## config.mk

```make
export PLATFORM = sky130hd
export DESIGN_NAME = slrc_queue
export DESIGN_NICKNAME = d
export VERILOG_FILES = /design/src/rtl/slrc_pkg.sv /design/src/rtl/slrc_queue.sv
export VERILOG_INCLUDE_DIRS = /design/src /design/src/rtl
export SDC_FILE = /design/constraint.sdc
export NUM_CORES = 1
export LEC_CHECK = 0
export BUFFER_PORTS_ARGS = -buffer_cell sky130_fd_sc_hd__buf_2
export CAP_MARGIN = 15
export CELL_PAD_IN_SITES_DETAIL_PLACEMENT = 0
export CELL_PAD_IN_SITES_GLOBAL_PLACEMENT = 1
export CORE_MARGIN = 5
export CORE_UTILIZATION = 54
export CTS_CLUSTER_SIZE = 16
export DETAILED_ROUTE_END_ITERATION = 7
export GPL_ROUTABILITY_DRIVEN = 1
export HOLD_SLACK_MARGIN = 0.02
export PLACE_DENSITY = 0.89
export SLEW_MARGIN = 20
export SYNTH_ARGS = -nofsm -noshare
export SYNTH_HDL_FRONTEND = slang
export SYNTH_SLANG_ARGS = --single-unit
```

## constraint.sdc

```tcl
create_clock -name clk -period 3.4 [get_ports clk]
set_input_delay 0.68 -clock clk [delete_from_list [all_inputs] [get_ports clk]]
set_output_delay 0.68 -clock clk [all_outputs]
set_load 0.02 [all_outputs]
```

## src/rtl/stereo_left_right_check_assert.svh

```systemverilog
// assertion macros shared by the stereo left-right check modules
// each use expects clk and rst_n in scope
`ifndef STEREO_LEFT_RIGHT_CHECK_ASSERT_SVH
`define STEREO_LEFT_RIGHT_CHECK_ASSERT_SVH

// property must hold at every edge outside reset
`define SLRC_ASSERT(label, prop, msg) \
    label: assert property (@(posedge clk) disable iff (!rst_n) prop) \
        else $error(msg);

// condition must never be seen outside reset
`define SLRC_NEVER(label, cond, msg) \
    label: assert property (@(posedge clk) disable iff (!rst_n) !(cond)) \
        else $error(msg);

`endif

```

## src/rtl/slrc_pkg.sv

```systemverilog
`timescale 1ns / 1ps

package slrc_pkg;

    // sizes of the row store and the fixed-point format
    localparam int MAX_WIDTH     = 2048;
    localparam int FRACTION_BITS = 4;

    // field widths
    localparam int COL_W       = 11;
    localparam int DISP_W      = 13;
    localparam int MD_W        = 8;
    localparam int ROW_W       = 12;
    localparam int CFG_DATA_W  = 12;
    localparam int CFG_INDEX_W = 2;

    // derived sizes
    localparam int ADDR_W = $clog2(MAX_WIDTH);
    localparam int SCALE  = 1 << FRACTION_BITS;
    localparam int HALF   = SCALE >> 1;
    // column * scale - disparity, signed
    localparam int V_W    = ((COL_W + FRACTION_BITS) > DISP_W ?
                             (COL_W + FRACTION_BITS) : DISP_W) + 1;
    // effective row width, clamped to the store depth
    localparam int WEFF_W = (ROW_W > ADDR_W + 1) ? ROW_W : ADDR_W + 1;
    // tolerance and disparity compare
    localparam int TOL_W  = MD_W + FRACTION_BITS;
    localparam int CMP_W  = ((TOL_W > DISP_W) ? TOL_W : DISP_W) + 2;

    // minus one pixel marks an invalid disparity
    localparam logic signed [DISP_W-1:0] INVALID_DISP = DISP_W'(-SCALE);

    // queue between front and back, power of two
    localparam int QUEUE_DEPTH = 4;
    localparam int QPTR_W      = $clog2(QUEUE_DEPTH);

    // configuration register indexes
    localparam logic [CFG_INDEX_W-1:0] CFG_CHECK_ENABLE   = 2'd0;
    localparam logic [CFG_INDEX_W-1:0] CFG_MAX_DIFFERENCE = 2'd1;
    localparam logic [CFG_INDEX_W-1:0] CFG_ROW_WIDTH      = 2'd2;

    typedef enum logic {
        OP_LOAD  = 1'b0,
        OP_CHECK = 1'b1
    } op_t;

    typedef enum logic [1:0] {
        STATUS_KEPT      = 2'd0,
        STATUS_OCCLUSION = 2'd1,
        STATUS_MISMATCH  = 2'd2,
        STATUS_INVALID   = 2'd3
    } status_t;

    // what the back end has to do with a check item
    typedef enum logic [1:0] {
        CLS_KEEP       = 2'd0,
        CLS_INVALID_IN = 2'd1,
        CLS_OUT_OF_ROW = 2'd2,
        CLS_COMPARE    = 2'd3
    } check_class_t;

    typedef struct packed {
        logic                     check_enable;
        logic [MD_W-1:0]          max_difference;
        logic [ROW_W-1:0]         row_width;
    } slrc_cfg_t;

    typedef struct packed {
        logic [COL_W-1:0]         column;
        logic signed [DISP_W-1:0] disp;
        logic signed [DISP_W-1:0] right_disp;
        check_class_t             cls;
    } slrc_entry_t;

endpackage

```

## src/rtl/slrc_queue.sv

```systemverilog
`timescale 1ns / 1ps
`include "stereo_left_right_check_assert.svh"

module slrc_queue
    import slrc_pkg::*;
(
    input  logic        clk,
    input  logic        rst_n,
    input  logic        push,
    input  slrc_entry_t push_entry,
    output logic        full,
    input  logic        pop,
    output logic        head_valid,
    output slrc_entry_t head
);

    slrc_entry_t       mem_reg [QUEUE_DEPTH];
    logic [QPTR_W-1:0] wr_ptr_reg;
    logic [QPTR_W-1:0] rd_ptr_reg;
    logic [QPTR_W:0]   count_reg;

    assign full       = (int'(count_reg) == QUEUE_DEPTH);
    assign head_valid = (count_reg != '0);
    assign head       = mem_reg[rd_ptr_reg];

    // storage
    always_ff @(posedge clk)
    begin
        if (push)
        begin
            mem_reg[wr_ptr_reg] <= push_entry;
        end
    end

    // pointers and fill count
    always_ff @(posedge clk or negedge rst_n)
    begin
        if (!rst_n)
        begin
            wr_ptr_reg <= '0;
            rd_ptr_reg <= '0;
            count_reg  <= '0;
        end
        else
        begin
            if (push)
            begin
                wr_ptr_reg <= (int'(wr_ptr_reg) == QUEUE_DEPTH - 1) ? '0 : wr_ptr_reg + 1'b1;
            end
            if (pop)
            begin
                rd_ptr_reg <= (int'(rd_ptr_reg) == QUEUE_DEPTH - 1) ? '0 : rd_ptr_reg + 1'b1;
            end
            if (push && !pop)
            begin
                count_reg <= count_reg + 1'b1;
            end
            else if (pop && !push)
            begin
                count_reg <= count_reg - 1'b1;
            end
        end
    end

    `SLRC_ASSERT(a_no_overflow, push |-> (int'(count_reg) < QUEUE_DEPTH), "queue push while full")
    `SLRC_NEVER(a_no_underflow, pop && (count_reg == '0), "queue pop while empty")
    `SLRC_ASSERT(a_count_tracks, push && !pop |=> count_reg == $past(count_reg) + 1'b1, "queue count lost an item")

endmodule

```

# Yosys cells after proc, flatten, opt, wreduce, memory -nomap -nowiden
# Memories as Yosys holds them, arrays and structs flattened.
# Index checks and enable logic that the tools add are counted.
[classes]
add_sub_neg = 4
mul = 0
n_div = 0
magnitude_cmp = 0
n_eq_ne = 3
n_shift = 0
n_mux = 6
n_bitwise = 0
reduce_logical = 6
[ops]
columns = ["operator", "n"]
rows = [
  ["$mux 3", 2],
  ["$add 2x1->2 const B", 2],
  ["$eq 2x1->1 const B", 2],
  ["$mux 2", 2],
  ["$add 3x1->3 const B", 1],
  ["$eq 3x3->1 const B", 1],
  ["$reduce_bool 3->1", 1],
  ["$sub 3x1->3 const B", 1],
  ["$logic_and 1x1->1", 2],
  ["$logic_not 1->1", 2],
  ["$mux 1", 2],
  ["$reduce_bool 2->1", 1],
]
[totals]
regBits = 7
latchBits = 0
ramBits = 156
romBits = 0
in_bits = 43
out_inout_bits = 41
word_cells = 23
memories = 1
[memory_table]
columns = ["memory", "words", "word_bits", "read_ports", "rd_ports_with_merged_regs", "wr", "line", "rtl"]
rows = [
  ["mem_reg", 4, 39, 1, 0, 1, "slrc_queue.sv:17", "slrc_entry_t mem_reg [QUEUE_DEPTH];"],
]

# Depth between registers and ports, before layout
[logic_depth]
depth_word = 4
ltp_mapped = 7
ltp_nobuf = 7

# Worst setup path after synthesis
# Ideal clock, no wire load.
[synth_path]
kind = "input to register"
startpoint = "input port push"
endpoint = "memory mem_reg[3][0] (netlist bit), enable pin"
setup_time_ps = 400
arrival_time_ps = 1630
required_time_ps = 3000
path_slack_ps = 1370
stages = 1
path_cell_list = "and2_1"
[synth_via]
elab_chain_len = 2
[synth_rtl]
columns = ["element", "line", "rtl"]
rows = [
  ["from (decl)", "slrc_queue.sv:9", "input logic push,"],
  ["$mux 1", "slrc_queue.sv:29", "if (push)"],
  ["$mux 1 (implied by the code)", "slrc_queue.sv:31", "mem_reg[wr_ptr_reg] <= push_entry;"],
  ["to (decl)", "slrc_queue.sv:17", ""],
]
# No other way between the ends.

==> flow_summary.ini <==
[global_route]
grt_max_degree = 28
track_usage_pct = 16.11
grt_overflow = 0
grt_pass1_vias = 2921
antenna_found_initial = 0
grt_pass1_wl_um = 15680

[yosys]
synth.avg_cell_area_um2 = 25.27
synth_edf_count = 156
syn_area_um2 = 6091
synth_cells = 241
yosysWarnings = 0
synthArstFlopShare_pct = 4.294
seq_area_frac_synth_pct = 79.79
yosysTopAreaCell = edfxtp_1
dominantRegCellSynth = edfxtp_1
synth_cell_types = 19
synth-seq-cells = 163
yosysTopAreaCellShare_pct = 76.91
yosys-top-cells-area = edfxtp_1 (77%), mux4_2 (14%), dfrtp_1 (2.9%)
syn_nets = 291

[setup_path]
critPathKind = reg -> out
cp.required_ns = 2.72
cp-start-kind = flip-flop
worstPathArrival_ns = 2.18
critPathMaxFanout = 27
reg2regPathDepth = 4
path_buf_inv = 2
crit_chain = buf_12 > mux4_1 > buf_2
crit_cells = 3
slowest_delay_ns = 0.68
cp_slowest_cell = dfrtp_2
endpoint_kind = output port
cp_top_family = flip-flops

[finish]
final_layout_size_suffix_gt1_share_pct = 47.34
fin_util_pct = 66.19
final_nets = 394
diodes = 0
final_common_cell = edfxtp_1
layout_common_cells = edfxtp_1 (156), buf_2 (83), mux4_2 (38)
area_growth_pct = 18.84
fin_cells = 497
largest_reg_flops = 156

[clocking]
cts-resized-gates = 0
htreeDepth = 4
cts_inserted_buffers = 17
cts_setup_buffers = 0
clk_pin_slew_ns = 0.06
clockBufferDepth = 2
tritoncts = yes
root_buffer = clkbuf_16
clk-insertion-delay-late_ns = 0.41
hold_buffers = 0
clkSinkCount = 163

[floorplan]
io_pins = 84
dieArea_um2 = 13500
core_area_um2 = 10940
dieHeight_um = 116.2
start_util_pct = 55.70
die_x_um = 116.2
rows = 38

[timing]
slew_headroom_pct = 63.60
setup_viol = 0
slew_viol_final = 0
min_period_ns = 2.857
worst_pin_slew_ns = 0.5460
finClkSkew_ns = 0.006852
max_freq_mhz = 350.0
hold_viol = 0
rsz0062_at_grt = no
fin_crit_sh_pct = 84.03
finalSetupTns_ns = 0

[power]
leakagePower_nw = 2.534
peakVddDrop_uv = 454.7
p_total_mw = 6.362
powerDensity_nw_per_um2 = 879.0

[placement]
placed_cells = 465
port_buffers = 83
place.gp.congestion = 0.6872
hpwl_um = 6401

[route]
postRouteAntennaNets = 0
post_drt_wl_per_cell_um = 20.14
first_pass_iters = 4
drc_errors = 0
vias_per_cell = 5.453
drt_iter0_drc = 160
wl_um = 10010
dr_total_vias = 2710

[hold_path]
min_path_type = in -> async

[job]
maxCapViolCount = 0

[status]
outcome = completed
-- where the power goes --
part / switching (mW) / total, mW / internal (mW)
Combinational: 1.03 / 1.84 / 0.819
Clock: 0.742 / 1.75 / 1.01
Sequential: 0.181 / 2.76 / 2.58
-- worst paths after layout --
path | slack, ns | to | startpoint
min in group clk | 0.48 | count_reg[2]$_DFFE_PN0P_ | count_reg[2]$_DFFE_PN0P_
worst max-delay path | 0.54 | head[20] | rd_ptr_reg[0]$_DFFE_PN0P_
max in group asynchronous | 3.13 | rd_ptr_reg[1]$_DFFE_PN0P_ | rst_n
worst max register to register | 1.58 | mem_reg[1][2]$_DFFE_PP_ | wr_ptr_reg[1]$_DFFE_PN0P_
worst min register to register | 0.48 | count_reg[2]$_DFFE_PN0P_ | count_reg[2]$_DFFE_PN0P_
worst min-delay path | 0.1 | count_reg[1]$_DFFE_PN0P_ | rst_n
-- area by class of cell --
cell class	instances	area, µm²
multi-input combinational	65	1110
timing repair buffer	93	515.5
fill	715	3697
clock inverter	15	135.1
clock buffer	17	425.4
inverter	4	15.01
tap	140	175.2
sequential	163	4862
-- per-layer routing --
layer  vias to the layer above  part of all wire [%]  GRT usage, %
li1                       1223                     -             -
met5                         -                     0             0
met3                         4                   5.3         4.508
met4                         0                  0.40         5.800
met1                      1406                    41         20.23
met2                        77                    53         27.20
-- kinds of logic (layout without fill, tap and decap cells) --
kind of cell | Yosys count | count (layout) | share of synthesized area (%)
DFF | 163 | 163 | 79.79
muxes | 42 | 42 | 15.04
buffers and inverters | 13 | 129 | 2.075
and+or+nand+nor | 11 | 11 | 0.9450
adders and majority gates | 7 | 7 | 1.561
xor gates and xnor gates | 3 | 3 | 0.4315
AOI/OAI and AO/OA | 2 | 2 | 0.1643
-- worst reg2reg max path: cells and delay by family (launching register included) --
kind,cells,cell delay [ns]
flops,1,0.40
fa+ha+maj,1,0.13
buf+inv,2,0.47
simple gates,1,0.49
-- synth_stat cells, drive strengths merged, types with 2 or more instances --
cell type  instances
edfxtp           156
mux4              39
buf                9
dfrtp              7
ha                 6
and2               4
inv                4
mux2               3
nor2               3
nand2              2
o21ai              2
xor2               2
-- metrics by stage --
step	hold WS [ns]	cell area, µm²	setup slack, ns
floorplan	0.3844	6091	1.370
global placement	0.4720	6678	0.9169
detailed placement	0.4705	6678	0.8915
CTS	0.08483	7238	0.4502
global route	0.09143	7238	0.3584
finish	0.09936	7238	0.5430
Power figures use the tool's default switching activity.
